==> src/tvc_pkg.sv <==
`default_nettype none

package tvc_pkg;

  // Table geometry.
  localparam int CACHE_ENTRIES = 16;
  localparam int IDX_W = (CACHE_ENTRIES > 1) ? $clog2(CACHE_ENTRIES) : 1;

  // Width of the stored transaction id; ids are compared modulo 2^TID_BITS.
  localparam int TID_BITS = 15;
  typedef logic [TID_BITS-1:0] tid_t;

  // Configuration register map.
  localparam int CFG_ADDR_W = 3;
  localparam int CFG_DATA_W = 32;
  localparam logic [CFG_ADDR_W-1:0] ADDR_WINDOW_SIZE = 3'd0;
  localparam logic [14:0] WINDOW_RESET = 15'd16384;

  // Operation codes.
  localparam logic OP_VALIDATE = 1'b0;
  localparam logic OP_SET      = 1'b1;

  // Status codes.
  localparam logic [1:0] ST_OK        = 2'd0;
  localparam logic [1:0] ST_FAIL      = 2'd1;
  localparam logic [1:0] ST_NO_CACHE  = 2'd2;
  localparam logic [1:0] ST_NOT_FOUND = 2'd3;

  typedef struct packed {
    logic        opcode;
    logic [31:0] remote_addr;
    logic [15:0] remote_port;
    logic [31:0] local_addr;
    logic [15:0] local_port;
    logic [14:0] received_tid;
    logic        new_flag;
    logic        no_cache_flag;
  } in_word_t;

  typedef struct packed {
    logic [1:0] status;
    logic       insert_dropped;
  } out_word_t;

  // Lookup key: the address four-tuple.
  typedef logic [95:0] key_t;

endpackage

`default_nettype wire

==> src/tid_window_validation_cache.sv <==
`default_nettype none

// Channel   Direction  Handshake                   Content
// in_       input      in_valid / in_ready         one validate or set word
// out_      output     out_valid / out_ready       status and insert_dropped
// cfg_      input      psel penable pwrite pready  window_size at address 0
//
// A word passes from acceptance to the result register through S_SCAN,
// S_LAST, S_EXEC and S_DONE. A single compare unit walks the key memory one
// entry per cycle in S_SCAN, S_LAST drains the registered read, S_EXEC
// updates the table and S_DONE loads the output register.
// in_ready is high only while the sequencer is idle, so a new word is taken
// only once the previous one has left S_DONE; a finished result may still
// wait in the output register while the next word is accepted.
// Reset (rst_n, synchronous, active low) empties the table at once through
// the per-entry valid bits and restores window_size to 16384.
// A stalled output holds the sequencer in its final state until the register
// frees up.
module tid_window_validation_cache (
  input  wire                              clk,
  input  wire                              rst_n,
  // Input channel.
  input  wire                              in_valid,
  output logic                             in_ready,
  input  wire tvc_pkg::in_word_t           in_data,
  // Result channel.
  output logic                             out_valid,
  input  wire                              out_ready,
  output tvc_pkg::out_word_t               out_data,
  // Configuration port.
  input  wire                              psel,
  input  wire                              penable,
  input  wire                              pwrite,
  input  wire [tvc_pkg::CFG_ADDR_W-1:0]    paddr,
  input  wire [tvc_pkg::CFG_DATA_W-1:0]    pwdata,
  output logic [tvc_pkg::CFG_DATA_W-1:0]   prdata,
  output logic                             pready
);

  // Sequencer states.
  localparam logic [2:0] S_IDLE = 3'd0;
  localparam logic [2:0] S_SCAN = 3'd1;
  localparam logic [2:0] S_LAST = 3'd2;
  localparam logic [2:0] S_EXEC = 3'd3;
  localparam logic [2:0] S_DONE = 3'd4;

  localparam logic [tvc_pkg::IDX_W-1:0] LAST_IDX =
    tvc_pkg::IDX_W'(tvc_pkg::CACHE_ENTRIES - 1);

  // The window register is written through a plain two-phase APB access.
  // Only bit 2 and up of the address select the register; the low two bits
  // are ignored.
  logic [14:0] window_r;
  logic        cfg_wr;

  assign pready = 1'b1;
  assign cfg_wr = psel && penable && pwrite;

  always_ff @(posedge clk) begin
    if (!rst_n) begin
      window_r <= tvc_pkg::WINDOW_RESET;
    end else if (cfg_wr && paddr[tvc_pkg::CFG_ADDR_W-1:2] ==
                 tvc_pkg::ADDR_WINDOW_SIZE[tvc_pkg::CFG_ADDR_W-1:2]) begin
      window_r <= pwdata[14:0];
    end
  end

  always_comb begin
    if (paddr[tvc_pkg::CFG_ADDR_W-1:2] ==
        tvc_pkg::ADDR_WINDOW_SIZE[tvc_pkg::CFG_ADDR_W-1:2]) begin
      prdata = {{(tvc_pkg::CFG_DATA_W-15){1'b0}}, window_r};
    end else begin
      prdata = '0;
    end
  end

  // The table lives in two small memories, keys and last ids, with a
  // registered read port driven by the scan index. The valid bits are flops
  // so that reset empties the table at once.
  tvc_pkg::key_t key_mem [tvc_pkg::CACHE_ENTRIES];
  tvc_pkg::tid_t tid_mem [tvc_pkg::CACHE_ENTRIES];
  logic [tvc_pkg::CACHE_ENTRIES-1:0] valid_r, valid_nxt;

  logic [2:0]                 state_r, state_nxt;
  tvc_pkg::in_word_t          item_r, item_nxt;
  logic [tvc_pkg::IDX_W-1:0]  idx_r, idx_nxt;

  // Read pipeline: the word read for the entry issued last cycle.
  tvc_pkg::key_t              rd_key_r;
  tvc_pkg::tid_t              rd_tid_r;
  logic                       rd_ent_vld_r;
  logic [tvc_pkg::IDX_W-1:0]  rd_idx_r;
  logic                       rd_vld_r, rd_vld_nxt;

  // Scan results.
  logic                       found_r, found_nxt;
  logic [tvc_pkg::IDX_W-1:0]  hit_idx_r, hit_idx_nxt;
  tvc_pkg::tid_t              hit_tid_r, hit_tid_nxt;
  logic                       free_found_r, free_found_nxt;
  logic [tvc_pkg::IDX_W-1:0]  free_idx_r, free_idx_nxt;

  // Result staging and output register.
  tvc_pkg::out_word_t         res_r, res_nxt;
  tvc_pkg::out_word_t         out_data_r, out_data_nxt;
  logic                       out_valid_r, out_valid_nxt;

  // Memory write port.
  logic                       key_we, tid_we;
  logic [tvc_pkg::IDX_W-1:0]  wr_addr;
  tvc_pkg::tid_t              wr_tid;

  tvc_pkg::key_t              item_key;
  tvc_pkg::tid_t              item_tid;
  tvc_pkg::tid_t              fwd_gap;
  logic                       in_win;

  assign item_key = {item_r.remote_addr, item_r.local_addr,
                     item_r.remote_port, item_r.local_port};
  assign item_tid = tvc_pkg::tid_t'(item_r.received_tid);

  // The window arithmetic: forward distance from the stored id, with wrap,
  // compared against the window.
  assign fwd_gap = item_tid - hit_tid_r;
  assign in_win  = (fwd_gap != '0) && (32'(fwd_gap) <= 32'(window_r));

  assign in_ready  = (state_r == S_IDLE);
  assign out_valid = out_valid_r;
  assign out_data  = out_data_r;

  always_comb begin
    state_nxt      = state_r;
    item_nxt       = item_r;
    idx_nxt        = idx_r;
    rd_vld_nxt     = 1'b0;
    found_nxt      = found_r;
    hit_idx_nxt    = hit_idx_r;
    hit_tid_nxt    = hit_tid_r;
    free_found_nxt = free_found_r;
    free_idx_nxt   = free_idx_r;
    valid_nxt      = valid_r;
    res_nxt        = res_r;
    out_valid_nxt  = out_valid_r;
    out_data_nxt   = out_data_r;
    key_we         = 1'b0;
    tid_we         = 1'b0;
    wr_addr        = hit_idx_r;
    wr_tid         = item_tid;

    if (out_valid_r && out_ready) begin
      out_valid_nxt = 1'b0;
    end

    // Compare the entry read in the previous cycle. At most one valid entry
    // matches a key, so the first hit is kept.
    if (rd_vld_r && rd_ent_vld_r && !found_r && rd_key_r == item_key) begin
      found_nxt   = 1'b1;
      hit_idx_nxt = rd_idx_r;
      hit_tid_nxt = rd_tid_r;
    end

    unique case (state_r)
      S_IDLE: begin
        if (in_valid) begin
          item_nxt       = in_data;
          idx_nxt        = '0;
          found_nxt      = 1'b0;
          free_found_nxt = 1'b0;
          state_nxt      = S_SCAN;
        end
      end
      S_SCAN: begin
        rd_vld_nxt = 1'b1;
        // The lowest empty entry is the insert position.
        if (!valid_r[idx_r] && !free_found_r) begin
          free_found_nxt = 1'b1;
          free_idx_nxt   = idx_r;
        end
        if (idx_r == LAST_IDX) begin
          state_nxt = S_LAST;
        end else begin
          idx_nxt = idx_r + tvc_pkg::IDX_W'(1);
        end
      end
      S_LAST: begin
        state_nxt = S_EXEC;
      end
      S_EXEC: begin
        res_nxt.status         = tvc_pkg::ST_OK;
        res_nxt.insert_dropped = 1'b0;
        if (item_r.opcode == tvc_pkg::OP_SET) begin
          if (found_r) begin
            tid_we = 1'b1;
          end else begin
            res_nxt.status = tvc_pkg::ST_NOT_FOUND;
          end
        end else if (item_r.new_flag) begin
          // A new id resets the entry to zero and never passes.
          res_nxt.status = tvc_pkg::ST_FAIL;
          wr_tid         = '0;
          if (found_r) begin
            tid_we = 1'b1;
          end else if (free_found_r) begin
            tid_we             = 1'b1;
            key_we             = 1'b1;
            wr_addr            = free_idx_r;
            valid_nxt[free_idx_r] = 1'b1;
          end else begin
            res_nxt.insert_dropped = 1'b1;
          end
        end else if (!found_r) begin
          if (item_r.no_cache_flag) begin
            res_nxt.status = tvc_pkg::ST_NO_CACHE;
          end else if (free_found_r) begin
            tid_we             = 1'b1;
            key_we             = 1'b1;
            wr_addr            = free_idx_r;
            valid_nxt[free_idx_r] = 1'b1;
          end else begin
            res_nxt.insert_dropped = 1'b1;
          end
        end else if (in_win) begin
          tid_we = 1'b1;
        end else begin
          res_nxt.status = tvc_pkg::ST_FAIL;
        end
        state_nxt = S_DONE;
      end
      S_DONE: begin
        if (!out_valid_r || out_ready) begin
          out_valid_nxt = 1'b1;
          out_data_nxt  = res_r;
          state_nxt     = S_IDLE;
        end
      end
      default: begin
        state_nxt = S_IDLE;
      end
    endcase
  end

  always_ff @(posedge clk) begin
    if (!rst_n) begin
      state_r     <= S_IDLE;
      valid_r     <= '0;
      rd_vld_r    <= 1'b0;
      out_valid_r <= 1'b0;
    end else begin
      state_r     <= state_nxt;
      valid_r     <= valid_nxt;
      rd_vld_r    <= rd_vld_nxt;
      out_valid_r <= out_valid_nxt;
    end
  end

  always_ff @(posedge clk) begin
    item_r       <= item_nxt;
    idx_r        <= idx_nxt;
    found_r      <= found_nxt;
    hit_idx_r    <= hit_idx_nxt;
    hit_tid_r    <= hit_tid_nxt;
    free_found_r <= free_found_nxt;
    free_idx_r   <= free_idx_nxt;
    res_r        <= res_nxt;
    out_data_r   <= out_data_nxt;
  end

  // Key and id memories: one write port, one registered read port.
  always_ff @(posedge clk) begin
    if (key_we) begin
      key_mem[wr_addr] <= item_key;
    end
    if (tid_we) begin
      tid_mem[wr_addr] <= wr_tid;
    end
    rd_key_r     <= key_mem[idx_r];
    rd_tid_r     <= tid_mem[idx_r];
    rd_ent_vld_r <= valid_r[idx_r];
    rd_idx_r     <= idx_r;
  end

endmodule

`default_nettype wire

==> config.mk <==
export PLATFORM = sky130hd
export DESIGN_NAME = tid_window_validation_cache
export DESIGN_NICKNAME = d
export VERILOG_FILES = /design/src/tvc_pkg.sv /design/src/tid_window_validation_cache.sv
export SDC_FILE = /design/constraint.sdc
export NUM_CORES = 2
export LEC_CHECK = 0
export BUFFER_PORTS_ARGS = -buffer_cell sky130_fd_sc_hd__clkbuf_2
export CORE_ASPECT_RATIO = 1.1
export CORE_MARGIN = 2
export CORE_UTILIZATION = 30
export DETAILED_ROUTE_END_ITERATION = 16
export GPL_TIMING_DRIVEN = 0
export PLACE_DENSITY = 0.46
export SYNTH_ARGS = -nofsm -noshare
export SYNTH_HDL_FRONTEND = slang
export SYNTH_SLANG_ARGS = --single-unit
==> constraint.sdc <==
create_clock -name clk -period 27.5 [get_ports clk]
set_clock_uncertainty 0.15 [all_clocks]
set_input_delay 1.375 -clock clk [delete_from_list [all_inputs] [get_ports clk]]
set_output_delay 1.375 -clock clk [all_outputs]
set_load 0.02 [all_outputs]
Yosys cells after proc, flatten, opt, wreduce, memory -nomap -nowiden
Memories as Yosys holds them, arrays and structs flattened. A register that Yosys moved wholly into a read port is not among the register bits.
Index checks and enable logic that the tools add are counted.
{ "totals": {"latch_bits": 0, "mem_bits_ro": 0, "wordCells": 139, "output_inout_bits": 38, "register_bits": 190, "memories": 2, "mem_bits_rw": 1776} }
{ "mem_list": {"columns": ["name", "words", "word_bits", "read_ports", "rd_ports_with_merged_regs", "wr", "line_no", "source"], "rows": [
  ["key_mem", 16, 96, 1, 1, 1, "tid_window_validation_cache.sv:80", "tvc_pkg::key_t key_mem [tvc_pkg::CACHE_ENTRIES];"],
  ["tid_mem", 16, 15, 1, 1, 1, "tid_window_validation_cache.sv:81", "tvc_pkg::tid_t tid_mem [tvc_pkg::CACHE_ENTRIES];"]
]} }
{ "op_classes": {"reduce_logical": 25, "n_bitwise": 4, "div": 0, "n_lt_le_gt_ge": 4, "muxes": 65, "shift": 0, "n_eq_ne": 12, "addsub": 2, "n_mul": 0} }
{ "ops": {"columns": ["op", "count"], "rows": [
  ["equality test 96 bit", 1],
  ["two-way mux 16 bit", 5],
  ["two-way mux 15 bit", 4],
  ["two-way mux 4 bit", 9],
  ["two-way mux 1 bit", 34],
  ["bitwise OR 16 bit", 1],
  ["less-or-equal comparator 15 bit", 1],
  ["one-hot mux 3 bit (5 select lines)", 1],
  ["nonzero test 15 bit", 1],
  ["subtractor 15 bit", 1],
  ["two-way mux 3 bit", 4],
  ["logical AND 1 bit", 10],
  ["less-than comparator 4 x 5 -> 1 bit, second input constant", 2],
  ["!= test 2 bit, second input constant", 5],
  ["AND reduction 3 bit", 3],
  ["two-way mux 2 bit", 4],
  ["one-hot mux 4 bit (2 select lines)", 1],
  ["equality test 3 x 2 -> 1 bit, second input constant", 2],
  ["AND reduction 2 bit", 3],
  ["adder 4 x 1 -> 4 bit, second input constant", 1],
  ["binary-select mux 1 bit (select 4 bit)", 1],
  ["demux 1 bit (select 4 bit)", 1],
  ["equality test 4 bit, second input constant", 1],
  ["greater-or-equal comparator 4 x 1 -> 1 bit, second input constant", 1],
  ["other kinds (10)", 15]
]} }

Longest topological paths before layout
{ "logic_depth": {"depth_word": 10, "depth_mapped": 18} }

Worst setup path after synthesis
Ideal clock, no wire load.
{ "synth_path": {"kind": "register to register", "start": "register state_r[2]", "end": "memory key_mem[0][0] (netlist name), enable pin", "t_arrival_ns": 8.070, "stages_incl_launch_ff": 9, "setup_slack_ns": 18.609, "period_less_slack_ns": 8.891, "n_path_buf": 3, "required_time_ns": 26.679, "cell_sequence": "dfxtp_1 -> clkbuf_1 -> or2_1 -> clkbuf_1 -> inv_2 -> nand4_1 -> or3_1 -> clkbuf_1 -> nor3_1"} }
{ "synth_between": {"elab_chain_cells": 4, "elab_cells_between_ends": 5} }
{ "synth_lines": {"columns": ["element", "line_no", "source"], "rows": [
  ["start: declaration", "tid_window_validation_cache.sv:84", "logic [2:0] state_r, state_nxt;"],
  ["start signal: assignment", "tid_window_validation_cache.sv:248", "state_r <= state_nxt;"],
  ["equality test 3 x 2 -> 1 bit *", "tid_window_validation_cache.sv:161", "unique case (state_r)"],
  ["two-way mux 1 bit", "tid_window_validation_cache.sv:161", null],
  ["two-way mux 1 bit", "tid_window_validation_cache.sv:269", "if (key_we) begin"],
  ["two-way mux 1 bit (implied by the code)", "tid_window_validation_cache.sv:270", "key_mem[wr_addr] <= item_key;"],
  ["end: declaration", "tid_window_validation_cache.sv:80", null]
]} }
Every way passes the cells marked *; elsewhere a longest branch is shown, timed or not.

Final worst setup path
{ "layout_path": {"start": "register item_r, in the netlist item_tid[0]", "end": "memory tid_mem[15][2] (netlist name), enable pin"} }
{ "layout_between": {"elab_chain_cells": 10, "elab_cells_between_ends": 11} }
{ "layout_lines": {"columns": ["element", "line_no", "source"], "rows": [
  ["start: declaration", "tid_window_validation_cache.sv:85", "tvc_pkg::in_word_t item_r, item_nxt;"],
  ["start signal: assignment", "tid_window_validation_cache.sv:256", "item_r <= item_nxt;"],
  ["subtractor 15 bit *", "tid_window_validation_cache.sv:123", "assign fwd_gap = item_tid - hit_tid_r;"],
  ["less-or-equal comparator 15 bit / nonzero test 15 bit (equally long branches)", "tid_window_validation_cache.sv:124", "assign in_win = (fwd_gap != '0) && (32'(fwd_gap) <= 32'(window_r));"],
  ["logical AND 1 bit *", "tid_window_validation_cache.sv:124", null],
  ["two-way mux 1 bit *", "tid_window_validation_cache.sv:221", "end else if (in_win) begin"],
  ["two-way mux 1 bit *", "tid_window_validation_cache.sv:210", "end else if (!found_r) begin"],
  ["two-way mux 1 bit *", "tid_window_validation_cache.sv:196", "end else if (item_r.new_flag) begin"],
  ["two-way mux 1 bit *", "tid_window_validation_cache.sv:190", "if (item_r.opcode == tvc_pkg::OP_SET) begin"],
  ["two-way mux 1 bit *", "tid_window_validation_cache.sv:161", null],
  ["two-way mux 1 bit *", "tid_window_validation_cache.sv:272", "if (tid_we) begin"],
  ["two-way mux 1 bit (implied by the code) *", "tid_window_validation_cache.sv:273", "tid_mem[wr_addr] <= wr_tid;"],
  ["end: declaration", "tid_window_validation_cache.sv:81", null]
]} }
Marks and branches as above.

==> results.py <==
metrics = {
    "grt": {
        "grt_usage": 0.163,
        "grt_max_degree": 75,
        "grt_pass1_vias": 41229,
        "grt_pass1_wl_um": 311000,
        "overflow": 0,
        "antenna_found_initial": 16,
    },
    "floorplan": {
        "core.rowCount": 197,
        "die_area_sq_um": 268000,
        "start_util": 0.302,
        "core_sq_um": 262000,
        "io_pins": 194,
        "die_h_um": 542,
        "dieWidth_um": 493,
    },
    "sta": {
        "rsz0062_at_grt": "no",
        "finalCriticalPeriod_ns": 5.78,
        "slew_viol_final": 0,
        "final_hold_viol_count": 0,
        "worstMarginPinSlew_ns": 1.48,
        "finalSetupTns_ns": 0,
        "fin_crit_sh": 0.210,
        "fmax_ghz": 0.173,
        "slew_headroom": 0.0137,
        "setup_viol": 0,
        "whs_ns": 0.248,
    },
    "clock_tree": {
        "path_clk_slew_ns": 0.06,
        "clockBufferDepth": 3,
        "htree_levels": 4,
        "post_cts_resized": 0,
        "cts_setup_buffers": 0,
        "cts_hold_buf": 0,
        "root_buffer": "clkbuf_16",
        "cts_sinks": 2077,
        "cts_inserted_buffers": 219,
        "cts_tree": "built",
        "clk_latency_ns": 0.89,
    },
    "outcome": {
        "status": "finished, final reports clean",
    },
    "synthesis": {
        "async_reset_ff_frac": 0,
        "netlist.area_leader.share": 0.731,
        "netlist_area_sq_um": 79000,
        "syn_inst": 4207,
        "yosys_warnings": 0,
        "synth_flop_cell": "edfxtp_1",
        "synth_area_leader_cell": "edfxtp_1",
        "synth_seq_area_share": 0.770,
        "synthTopCellsByArea": "edfxtp_1, mux4_2, mux2i_1",
        "syn_area_per_cell_sq_um": 18.8,
        "synth-seq-cells": 2077,
        "synth.distinct_cells": 68,
        "synth_edf_count": 1924,
    },
    "worst_setup_path": {
        "worstSetupPathType": "flop to flop",
        "critPathCaptureType": "flop",
        "critPathLaunch": "item_tid[0]$_DFFE_PP_",
        "critPathMaxFanout": 9,
        "critPathLaunchType": "flop",
        "r2r_start": "item_tid[0]$_DFFE_PP_",
        "worstPathArrival_ns": 6.16,
        "worstPathRequired_ns": 27.88,
    },
    "cells_and_area": {
        "synthToLayoutAreaGrowth_pct": 19.0,
        "nFillCells": 24454,
        "layout.nets": 4916,
        "stdcell_count": 8408,
        "regArea_sq_um": 60800,
        "multi_input_area_sq_um": 17200,
        "layout-drive-gt1-share": 0.220,
    },
    "flow_run": {
        "maxCapViolCount": 0,
    },
    "drt": {
        "viasPerCell": 4.85,
        "drtPass1Iterations": 6,
        "wire_per_inst_um": 26.4,
        "first_iter_violations": 3620,
        "wirelength_um": 222000,
        "vias": 40750,
        "drc": 0,
        "drt.antenna.violating_nets": 0,
    },
    "place": {
        "dpl.hpwl_um": 149000,
        "dp.cells": 7989,
        "finalWeightedCongestion": 0.785,
        "portBuffers": 154,
    },
    "power_and_ir_drop": {
        "power_per_cell_area_nw_per_um2": 94.1,
        "p_leak_nw": 30.7,
        "ir_worst_vdd_mv": 0.0742,
        "power_mw": 8.85,
    },
    "hold_path": {
        "hp-start": "rd_tid_r[2]$_DFF_P_",
        "hp-class": "flop to flop",
    },
}
[state kept, by name (all words and copies together), names as in the netlist]
name,flops
valid_r,16
state_r,3
rd_vld_r,1
hit_tid_r,15
tid_mem,240
out_valid,1
item_r,3
hit_idx_r,4
rd_key_r,96
item_tid,15
res_r,3
found_r,1
key_mem,1536
free_idx_r,4
out_data,3
rd_idx_r,4
item_key,96
window_r,15
idx_r,4
free_found_r,1
rd_tid_r,15
rd_ent_vld_r,1
[critical path: stages, from the launching register on]
cell	delay, ns
edfxtp_1	0.33
inv_1	0.07
ha_1	0.22
fa_1	0.39
nand2b_1	0.18
a21o_1	0.21
a21oi_2	0.25
o2111ai_1	0.14
nor3b_2	0.19
ha_1	0.31
a21o_1	0.18
a21o_1	0.16
a21oi_1	0.17
a31oi_1	0.18
o21ai_1	0.61
nand2_1	0.56
nor3_2	0.92
buf_8	0.24
[synthesized netlist by cell type (4+ instances only)]
library cell / instances
edfxtp_1: 1924
mux2i_1: 337
o21ai_0: 232
mux4_2: 224
nand2_1: 175
dfxtp_1: 153
a21oi_1: 132
clkbuf_1: 126
a221oi_1: 114
a22oi_1: 112
mux2_2: 112
nor2_1: 67
xnor2_1: 62
buf_2: 57
inv_1: 54
xor2_1: 39
ha_1: 30
nand4_1: 27
nor2b_1: 24
buf_1: 23
nor3_1: 20
buf_4: 18
o21a_1: 18
nor4_1: 15
a21boi_0: 13
nand2b_1: 10
a21o_1: 8
a31oi_1: 7
nand3_1: 5
o22ai_1: 5
and2_1: 4
o31ai_1: 4
[logic make-up (layout without fill, tap and decap cells)]
group           after synthesis  in the layout  synth area share
flops                      2077           2077             0.770
simple gates                367            367            0.0215
mux                         673            673             0.122
xor+xnor                    101            101            0.0112
compound gates              674            674            0.0545
buf+inv                     282            979            0.0153
fa+ha+maj                    31             31           0.00500
other cells                   2             24         0.0000950
[routing by layer]
layer / global-route usage / wire (um) / vias up
li1: - / - / 17982
met1: 0.218 / 97000 / 21408
met2: 0.275 / 109000 / 1027
met3: 0.0256 / 9960 / 325
met4: 0.0472 / 5980 / 8
met5: 0 / 53 / -
[worst paths after layout]
| kind | cells past startpoint | end | slack (ns) |
|---|---|---|---|
| worst max-delay path | 17 | tid_mem[15][2]$_DFFE_PP_ | 21.72 |
| worst min-delay path | 0 | hit_tid_r[2]$_DFFE_PP_ | 0.25 |
| worst max register to register | 17 | tid_mem[15][2]$_DFFE_PP_ | 21.72 |
| worst min register to register | 0 | hit_tid_r[2]$_DFFE_PP_ | 0.25 |
[layout make-up]
type,instances,area share
Antenna cell,6,0.000160
Buffer,226,0.0107
Clock buffer,302,0.0643
Clock inverter,110,0.0159
Inverter,56,0.00231
Multi-Input combinational cell,1864,0.183
Sequential cell,2077,0.647
Tap cell,3482,0.0463
Timing Repair Buffer,285,0.0305
[cells in the final DEF, fill, tap and decap left out, drive strengths merged, types with 4 or more instances in the layout]
master	count
edfxtp	1924
clkbuf	583
mux2i	337
o21ai	236
buf	230
mux4	224
nand2	175
dfxtp	153
a21oi	134
a221oi	114
mux2	112
a22oi	112
clkinv	70
nor2	67
xnor2	62
inv	62
xor2	39
ha	30
bufinv	28
nand4	27
nor2b	24
nor3	23
o21a	18
conb	18
nor4	15
a21boi	14
nand2b	10
a21o	8
a31oi	8
diode	6
clkinvlp	6
nand3	5
o22ai	5
o31ai	4
and2	4
nor3b	4
[metrics by stage]
step	instance area (sq um)	setup WS (ns)	util
2_1_floorplan	79100	18.61	-
6_report	94100	21.72	0.359
3_5_place_dp	86500	21.74	0.330
5_1_grt	94100	21.33	0.359
3_3_place_gp	84200	8.56	0.321
4_1_cts	94000	21.68	0.359
[where the power goes]
group          switching (mW)  total [mW]  internal [mW]  leakage, nW
clock network            1.27        3.07           1.81         3.67
registers               0.159        3.85           3.69         18.6
logic                    1.26        1.93          0.671         8.37
Power figures use the tool's default switching activity.
